$ cat src/design/dmpts_pkg.sv
package dmpts_pkg;

    localparam int MAX_SUBSTEPS_DEF = 64;
    localparam int QW      = 32;        // Q16.16 word
    localparam int ACC_W   = 35;        // sum of four products
    localparam int GAIN_W  = 24;        // gains, tau, divisor
    localparam int DNUM_W  = 50;        // divider numerator bits
    localparam int DCNT_W  = 6;

    localparam logic MODE_FIT = 1'b0;
    localparam logic MODE_RUN = 1'b1;

    typedef struct packed {
        logic               mode;
        logic [16:0]        phase;
        logic signed [31:0] prediction;
        logic signed [31:0] target_pos;
        logic signed [31:0] target_vel;
        logic signed [31:0] target_acc;
    } t_in_item;

    typedef struct packed {
        logic signed [31:0] position;
        logic signed [31:0] velocity;
        logic signed [31:0] acceleration;
        logic signed [31:0] forcing;
        logic signed [31:0] fit_sample;
        logic               fit_valid;
        logic               fault;
    } t_out_item;

    typedef enum logic [2:0] {
        CFG_STIFFNESS  = 3'd0,
        CFG_DAMPING    = 3'd1,
        CFG_TIME_SCALE = 3'd2,
        CFG_STEP_LEN   = 3'd3,
        CFG_GOAL       = 3'd4,
        CFG_START      = 3'd5,
        CFG_SUBSTEPS   = 3'd6
    } t_cfg_idx;

    typedef enum logic [5:0] {
        U_NOP, U_GS, U_GSX, U_T1A, U_T1B, U_T2A, U_T2B, U_FTN,
        U_DIV_FT, U_WAIT, U_FT1, U_FT2, U_FT3, U_SMPZ, U_DIV_SMP,
        U_DIV_DT, U_FRUN,
        U_E1, U_E2, U_E3, U_E4, U_E5, U_E6, U_E7, U_E8,
        U_DIV_IACC, U_DIV_OVEL, U_DIV_OACC,
        U_E12, U_E13, U_E14, U_E15, U_PUSH
    } t_uop;

    typedef enum logic [5:0] {
        S_IDLE, S_GS, S_GSX, S_T1A, S_T1B, S_T2A, S_T2B, S_FTN,
        S_DFT, S_DFT_W, S_FT1, S_FT2, S_FT3, S_SMPZ, S_DSMP, S_DSMP_W,
        S_DDT, S_DDT_W, S_FRUN,
        S_E1, S_E2, S_E3, S_E4, S_E5, S_E6, S_E7, S_E8,
        S_DIACC, S_DIACC_W, S_DOVEL, S_DOVEL_W, S_DOACC, S_DOACC_W,
        S_E12, S_E13, S_E14, S_E15, S_DONE
    } t_state;

    typedef struct packed {
        t_uop uop;
        logic load;
    } t_dp_cmd;

    typedef struct packed {
        logic div_done;
        logic x_zero;
        logic mode_run;
        logic cnt_last;
        logic out_free;
    } t_dp_stat;

endpackage

$ cat src/design/dmpts_ctrl.sv
module dmpts_ctrl
    import dmpts_pkg::*;
(
    input  logic     i_clk,
    input  logic     i_rst_n,
    input  logic     i_in_valid,
    output logic     o_in_ready,
    input  t_dp_stat i_stat,
    output t_dp_cmd  o_cmd
);
    t_state r_state, n_state;

    always_ff @(posedge i_clk) begin
        if (!i_rst_n) r_state <= S_IDLE;
        else          r_state <= n_state;
    end

    always_comb begin
        n_state    = r_state;
        o_in_ready = 1'b0;
        o_cmd.load = 1'b0;
        o_cmd.uop  = U_NOP;
        unique case (r_state)
            S_IDLE: begin
                o_in_ready = 1'b1;
                if (i_in_valid) begin
                    o_cmd.load = 1'b1;
                    n_state    = S_GS;
                end
            end
            S_GS:   begin o_cmd.uop = U_GS;  n_state = S_GSX; end
            S_GSX:  begin
                o_cmd.uop = U_GSX;
                n_state   = i_stat.mode_run ? S_DDT : S_T1A;
            end
            S_T1A:  begin o_cmd.uop = U_T1A; n_state = S_T1B; end
            S_T1B:  begin o_cmd.uop = U_T1B; n_state = S_T2A; end
            S_T2A:  begin o_cmd.uop = U_T2A; n_state = S_T2B; end
            S_T2B:  begin o_cmd.uop = U_T2B; n_state = S_FTN; end
            S_FTN:  begin o_cmd.uop = U_FTN; n_state = S_DFT; end
            S_DFT:  begin o_cmd.uop = U_DIV_FT; n_state = S_DFT_W; end
            S_DFT_W: begin
                o_cmd.uop = U_WAIT;
                if (i_stat.div_done) n_state = S_FT1;
            end
            S_FT1:  begin o_cmd.uop = U_FT1; n_state = S_FT2; end
            S_FT2:  begin o_cmd.uop = U_FT2; n_state = S_FT3; end
            S_FT3:  begin
                o_cmd.uop = U_FT3;
                n_state   = i_stat.x_zero ? S_SMPZ : S_DSMP;
            end
            S_SMPZ: begin o_cmd.uop = U_SMPZ; n_state = S_E1; end
            S_DSMP: begin o_cmd.uop = U_DIV_SMP; n_state = S_DSMP_W; end
            S_DSMP_W: begin
                o_cmd.uop = U_WAIT;
                if (i_stat.div_done) n_state = S_E1;
            end
            S_DDT:  begin o_cmd.uop = U_DIV_DT; n_state = S_DDT_W; end
            S_DDT_W: begin
                o_cmd.uop = U_WAIT;
                if (i_stat.div_done) n_state = S_FRUN;
            end
            S_FRUN: begin o_cmd.uop = U_FRUN; n_state = S_E1; end
            S_E1:   begin o_cmd.uop = U_E1; n_state = S_E2; end
            S_E2:   begin o_cmd.uop = U_E2; n_state = S_E3; end
            S_E3:   begin o_cmd.uop = U_E3; n_state = S_E4; end
            S_E4:   begin o_cmd.uop = U_E4; n_state = S_E5; end
            S_E5:   begin o_cmd.uop = U_E5; n_state = S_E6; end
            S_E6:   begin o_cmd.uop = U_E6; n_state = S_E7; end
            S_E7:   begin o_cmd.uop = U_E7; n_state = S_E8; end
            S_E8:   begin o_cmd.uop = U_E8; n_state = S_DIACC; end
            S_DIACC: begin o_cmd.uop = U_DIV_IACC; n_state = S_DIACC_W; end
            S_DIACC_W: begin
                o_cmd.uop = U_WAIT;
                if (i_stat.div_done) n_state = S_DOVEL;
            end
            S_DOVEL: begin o_cmd.uop = U_DIV_OVEL; n_state = S_DOVEL_W; end
            S_DOVEL_W: begin
                o_cmd.uop = U_WAIT;
                if (i_stat.div_done) n_state = S_DOACC;
            end
            S_DOACC: begin o_cmd.uop = U_DIV_OACC; n_state = S_DOACC_W; end
            S_DOACC_W: begin
                o_cmd.uop = U_WAIT;
                if (i_stat.div_done) n_state = S_E12;
            end
            S_E12:  begin o_cmd.uop = U_E12; n_state = S_E13; end
            S_E13:  begin o_cmd.uop = U_E13; n_state = S_E14; end
            S_E14:  begin o_cmd.uop = U_E14; n_state = S_E15; end
            S_E15:  begin
                o_cmd.uop = U_E15;
                n_state   = i_stat.cnt_last ? S_DONE : S_E1;
            end
            S_DONE: begin
                o_cmd.uop = U_PUSH;
                if (i_stat.out_free) n_state = S_IDLE;
            end
            default: n_state = S_IDLE;
        endcase
    end
endmodule

$ cat config.mk
export PLATFORM = sky130hd
export DESIGN_NAME = dmpts_ctrl
export DESIGN_NICKNAME = d
export VERILOG_FILES = /design/src/design/dmpts_pkg.sv /design/src/design/dmpts_ctrl.sv
export SDC_FILE = /design/constraint.sdc
export NUM_CORES = 1
export LEC_CHECK = 0
export BUFFER_PORTS_ARGS = -buffer_cell sky130_fd_sc_hd__buf_4
export CAP_MARGIN = 40
export CORE_AREA = 2 2 50 52
export DETAILED_ROUTE_END_ITERATION = 16
export DIE_AREA = 0 0 52 54
export GPL_TIMING_DRIVEN = 0
export PLACE_DENSITY_LB_ADDON = 0.1
export SETUP_SLACK_MARGIN = 0.3
export SLEW_MARGIN = 30
export SYNTH_ARGS = -nofsm -noshare
export SYNTH_HDL_FRONTEND = slang
export SYNTH_SLANG_ARGS = --single-unit
$ cat constraint.sdc
create_clock -name i_clk -period 3.2 [get_ports i_clk]
set_input_delay 0.32 -clock i_clk [delete_from_list [all_inputs] [get_ports i_clk]]
set_output_delay 0.32 -clock i_clk [all_outputs]
set_load 0.02 [all_outputs]
==> metrics.txt, run 1 <==
full die area=0.002808 mm^2; Mapped Nets=around 160; Mapped Cells=148; Leakage Power=between 0.4 and 0.5 nW; worst vdd ir=about 0.42 mV; Placer Congestion=between 0.9 and 1; Finished Core Util=49.73%; number of I/O pins=16; Seq cells post-synth=6; fill count=232; crit path max fanout=10; Slew Limit Fails=0; Vias/cell=6.200; first-pass iteration count of the detailed router=4; GRT Util Overall=23.83%; CP Capture Type=output port; H-tree depth=1; share of cells above drive strength 1=21.21%; n_diodes=0; Initial Util=42.61%; worst endpoint required time=2.88 ns; Largest register FFs=6; DRT antenna net count=0; relative slew slack=58.48%; Residual DRC=0; setup TNS=0 ns; Synth top cells by count=14 x nor2_1, 13 x a21oi_1, 13 x nand2_1, 12 x o21ai_0, 9 x buf_2; PwrDens=a little under 700 mW/mm^2; Setup Viol. Count Final=0; number of enable flip-flop cells after synthesis=0; Synth cell types=47; critical path startpoint category=flop; Total Wirelength=3081 um; CTS resizes=0; Worst Hold Class=input pin to flop; largest net degree at the start of global routing=11; Internal=0.3807 mW; Switching Share=52.60%; Fmax=428.2 MHz; commonest register cell after synthesis=dfxtp_1; DR WL/cell=15.80 um; global-route wire length before repair=5016 um; postcts setup bufs=0; crit share post-route=between 70% and 80%; Worst Skew=0.002061 ns; sequential fraction of the synthesis area=12.15%; Total Power=0.8031 mW; core area=0.002320 mm^2; Comb pwr share=77.8%; Clock Latency Late Sink=0.24 ns; largest area contributor in the netlist=dfxtp_1; kind of critical path=flop to output port; Hold Vio Cnt, Final=0; CTS Buffer Depth=2; Avg Cell Area, Syn=6.679 um^2; actual slew at the worst max-slew pin=0.6171 ns; Max Cap Violations=0; largest registers=r_state (6); Area Overhead vs Synth=16.71%; placed wire-length estimate=2333 um; CP arrival=2.02 ns; vias=1209; clock power share=8.1%; die height=54 um; Post-DP Area=between 0.001 and 0.0015 mm^2; setup repair after global routing missed its margin=no; Post-Syn Area=~990 um^2; DR iter-0 viols=71; synth top area cells=dfxtp_1 12%, a21oi_1 6.6%, mux2i_1 6.1%, o21ai_0 6.1%, nor2_1 5.3%; # port buffers=14; clock-pin slew on the worst setup and hold paths=0.04 ns; clk root buf=clkbuf_4; number of global-route vias before repair=approximately 1100; # hold bufs at CTS=0; die width=52 um; count leader, synth=nor2_1; area share of the largest cell type after synthesis=12.15%; Hold WS=around 0.38 ns; minimum clock period=2.335 ns; Design Area, Final=around 0.0012 mm^2; initial antenna violation count=0; status=completed; grt total ovfl=0; Final nets=175; clk sinks=6; CTS tree=yes; Switching Power=0.4224 mW; asr flop ratio synth=0%; synth warn=0; Cell Rows=18; Num CTS Buffers=3; Reg power frac=14.1%; register with the most flip-flops=r_state
[power groups by stage]
stage                     Combinational, mW  Clock (mW)  Sequential, mW
final                                 0.625      0.0652           0.113
after CTS                             0.615      0.0702           0.113
after detailed placement              0.611           0           0.114
after floorplan                       0.446           0           0.108
after global placement                0.613           0           0.114
after global routing                  0.674      0.0735           0.117
[metrics by stage]
stage	std cells	setup WS, ns
after floorplan	148	1.377
after global placement	192	1.150
after detailed placement	192	1.150
after CTS	195	0.8756
after global routing	195	0.7216
final	195	0.8649
[worst max-delay path: stages, from the launching register on]
cell,delay (ns)
dfxtp_1,0.40
buf_2,0.25
buf_2,0.26
buf_2,0.24
o21ai_0,0.11
a221o_1,0.35
buf_4,0.16
[final timing paths]
| kind | slack [ns] | start | to | cells past startpoint |
|---|---|---|---|---|
| worst min register to register | 0.86 | r_state[5]$_SDFFE_PN0P_ | r_state[5]$_SDFFE_PN0P_ | 4 |
| worst min-delay path | 0.38 | i_stat[4] | r_state[3]$_SDFFE_PN0P_ | 3 |
| worst max register to register | 1.31 | r_state[2]$_SDFFE_PN0P_ | r_state[5]$_SDFFE_PN0P_ | 6 |
| worst max-delay path | 0.86 | r_state[2]$_SDFFE_PN0P_ | o_cmd[5] | 6 |
[layer usage]
| layer | GRT usage (%) | share of wire (%) | vias to the layer above |
|---|---|---|---|
| li1 | - | - | 585 |
| met1 | 32.01 | 43 | 551 |
| met2 | 39.24 | 48 | 73 |
| met3 | 1.111 | 8.9 | 0 |
| met4 | 10.96 | 0 | 0 |
| met5 | 0 | 0 | - |
[layout make-up]
class	count	area, um^2	area share, %
Multi-Input combinational cell	122	774.5	67.14
Sequential cell	6	120.1	10.41
Timing Repair Buffer	14	105.1	9.111
Buffer	14	71.32	6.182
Tap cell	30	37.54	3.254
Clock buffer	3	22.52	1.952
Inverter	6	22.52	1.952
[cells in the final DEF (no fill, tap or decap), types with 4 or more instances in the layout]
master	netlist	final
a21o_1	4	4
a21oi_1	13	13
buf_2	9	9
buf_4	0	14
dfxtp_1	6	6
mux2i_1	6	6
nand2_1	13	13
nand3_1	4	4
nor2_1	14	14
nor2b_1	5	5
nor3_1	6	6
o21ai_0	12	12
o21ai_1	5	5
[cell families (layout without fill, tap and decap cells)]
logic type             Yosys count  count (layout)  share of synthesized area (%)
flip-flops                       6               6                          12.15
AND/OR/NAND/NOR                 60              60                          31.90
XOR/XNOR                         1               1                         0.8862
AO/OA/AOI/OAI                   55              55                          39.50
multiplexers                     6               6                          6.076
buffers and inverters           20              37                          9.494
(Power assumes the default switching activity.)
==> inputs of run 2 (changes only) <==
- clock period: 3.2 -> 2.25 ns (I/O delays scaled with it)
==> run 2 against run 1 <==
Net effect: register-to-register slack lost 0.78 ns; worst hold slack lost 0.087 ns; sequential share of layout area shrank 0.23 points; sequential cell count is the same; setup slack lost 0.59 ns; count of clock-buffer cells in the layout is the same; via count grew 0.91%; clock skew is essentially flat; critical endpoint unchanged; critical path depth grew 1.
==> metrics.txt, run 2 (same netlist as run 1, synthesis figures left out) <==
H-tree depth=1 (unchanged); most used cell, CP=buf_4; r2r endpoint=r_state[2]$_SDFFE_PN0P_; Vias/cell=6.224 (+0.39%); Slowest-stage cell, CP=a221o_1; GRT Util Overall=24.30% (+0.47 points); Area Overhead vs Synth=25.57%; CTS Buffer Depth=2 (unchanged); Worst setup startpoint=r_state[2]$_SDFFE_PN0P_; final cell count without fillers=196 (+0.51%); Fmax=between 500 and 600 MHz; setup repair after global routing missed its margin=yes; largest net degree at the start of global routing=11 (unchanged); initial antenna violation count=0 (unchanged); DR WL/cell=16.30 um (+3.1%); clk root buf=clkbuf_4; crit path max fanout=10 (unchanged); number of I/O pins=16 (unchanged); vias=1220 (+0.91%); relative slew slack=69.74% (+11 points); DRT antenna net count=0 (unchanged); clk sinks=6 (unchanged); CP arrival=1.75 ns (-0.27 ns); status=completed; critical path buffer and inverter count=4 (unchanged); Hold Vio Cnt, Final=0 (unchanged); crit share post-route=87.64%; global-route wire length before repair=5133 um (+2.3%); CP top delay family=buffers and inverters; Placer Congestion=0.9018 (unchanged); Setup Viol. Count Final=0 (unchanged); die width=52 um (unchanged); Final nets=176 (+0.57%); Hold Crit Start=i_stat[4]; r2r startpoint=r_state[3]$_SDFFE_PN0P_; Leakage Power=0.4757 nW (+6.0%); Worst Hold End=r_state[3]$_SDFFE_PN0P_; most frequent cells in the layout=19 x buf_4, 13 x nor2_1, 13 x a21oi_1, 13 x nand2_1, 12 x o21ai_0; Residual DRC=0 (unchanged); die height=54 um (unchanged); Num CTS Buffers=3 (unchanged); placed wire-length estimate=2333 um (unchanged); Max Cap Violations=0 (unchanged); most common cell after layout, fill and taps aside=buf_4; actual slew at the worst max-slew pin=0.4501 ns (-0.1670 ns); worst vdd ir=0.6172 mV (+47%); minimum clock period=1.972 ns; Worst Hold Class=input pin to flop; hold depth=3 (unchanged); critical path, cell by cell=buf_6, buf_4, buf_4, nand2_1, o21ai_0, a221o_1, buf_4; Clock Latency Late Sink=0.24 ns (about the same); Largest register FFs=6 (unchanged); full die area=0.002808 mm^2 (unchanged); kind of critical path=flop to output port; Slew Limit Fails=0 (unchanged); core area=0.002320 mm^2 (unchanged); setup TNS=0 ns (unchanged); Cell Rows=18 (unchanged); first-pass iteration count of the detailed router=4 (unchanged); share of cells above drive strength 1=27.11% (+5.9 points); grt total ovfl=0 (unchanged); R2R Setup Slk=0.53 ns (-0.78 ns); clock-pin slew on the worst setup and hold paths=0.04 ns (about the same); largest registers=r_state (6); DR iter-0 viols=64 (-9.9%); placed insts=192 (unchanged); PwrDens=990.6 mW/mm^2 (+42%); Initial Util=42.61% (unchanged); # port buffers=14 (unchanged); CP peak stage delay=0.35 ns (-0.05 ns); n_diodes=0 (unchanged); register with the most flip-flops=r_state; CP Capture Type=output port; Total Power=1.229 mW (+53%); number of global-route vias before repair=1096 (+1.0%); Worst Skew=0.002159 ns (+0.00009837 ns); FF-to-FF path depth=6 (unchanged); Total Wirelength=3194 um (+3.7%); fill count=218 (-6.0%); critical path startpoint category=flop; # hold bufs at CTS=0 (unchanged); worst endpoint required time=2.03 ns (-0.85 ns); CTS tree=yes
[run 2: worst register-to-register path, cell delays in order (launching register included)]
cell and delay, ns:
dfxtp_2 0.32, buf_6 0.13, or2_1 0.26, nor2_2 0.19, nand3_1 0.19, o221ai_4 0.33, mux2i_1 0.22
[run 2: routing by layer]
layer | routed length (um) | part of all wire (%) | vias up | global-route usage (%)
li1 | - | - | 586 | -
met1 | 1385 | 43 | 568 | 32.51
met2 | 1497 | 47 | 60 | 39.24
met3 | 242 | 7.6 | 6 | 2.222
met4 | 69 | 2.2 | 0 | 11.40
met5 | 0 | 0 | - | 0
[run 2: area by class of cell]
class	instances	area (um^2)	area share [%]
Multi-Input combinational cell	122	794.5	64.01
Inverter	6	22.52	1.815
Clock buffer	3	22.52	1.815
Tap cell	30	37.54	3.024
Timing Repair Buffer	15	112.6	9.073
Buffer	14	125.1	10.08
Sequential cell	6	126.4	10.18
[run 2: worst max-delay path by stage]
stage                          end  slack [ns]  cells after the start
final                     o_cmd[5]        0.28                      7
after global routing      o_cmd[5]        0.21                      7
after CTS                 o_cmd[5]        0.27                      7
after detailed placement  o_cmd[5]        0.30                      7
after global placement    o_cmd[5]        0.30                      7
after floorplan           o_cmd[3]        0.52                      7
[run 2: timing repair]
item / in CTS / in global routing
resized for setup: 15 / 16
endpoints found under the setup margin: 7 / 12
setup buffers: 0 / 1
[run 2: where the power goes]
part	switching, mW	internal (mW)	leakage (nW)
Clock	0.0328	0.0599	0.0138
Sequential	0.0345	0.137	0.0505
Combinational	0.556	0.409	0.411
Total	0.623	0.606	0.476
[run 2: through the flow]
step | cell area (um^2) | util, % | hold WS (ns) | setup WS (ns)
final | 1241 | 53.51 | 0.2925 | 0.2781
after global routing | 1241 | 53.51 | 0.2939 | 0.2065
after CTS | 1191 | 51.35 | 0.2752 | 0.2722
after detailed placement | 1131 | 48.76 | 0.5311 | 0.2952
after global placement | 1131 | 48.76 | 0.5247 | 0.2953
after floorplan | 988.4 | - | 0.4048 | 0.5217
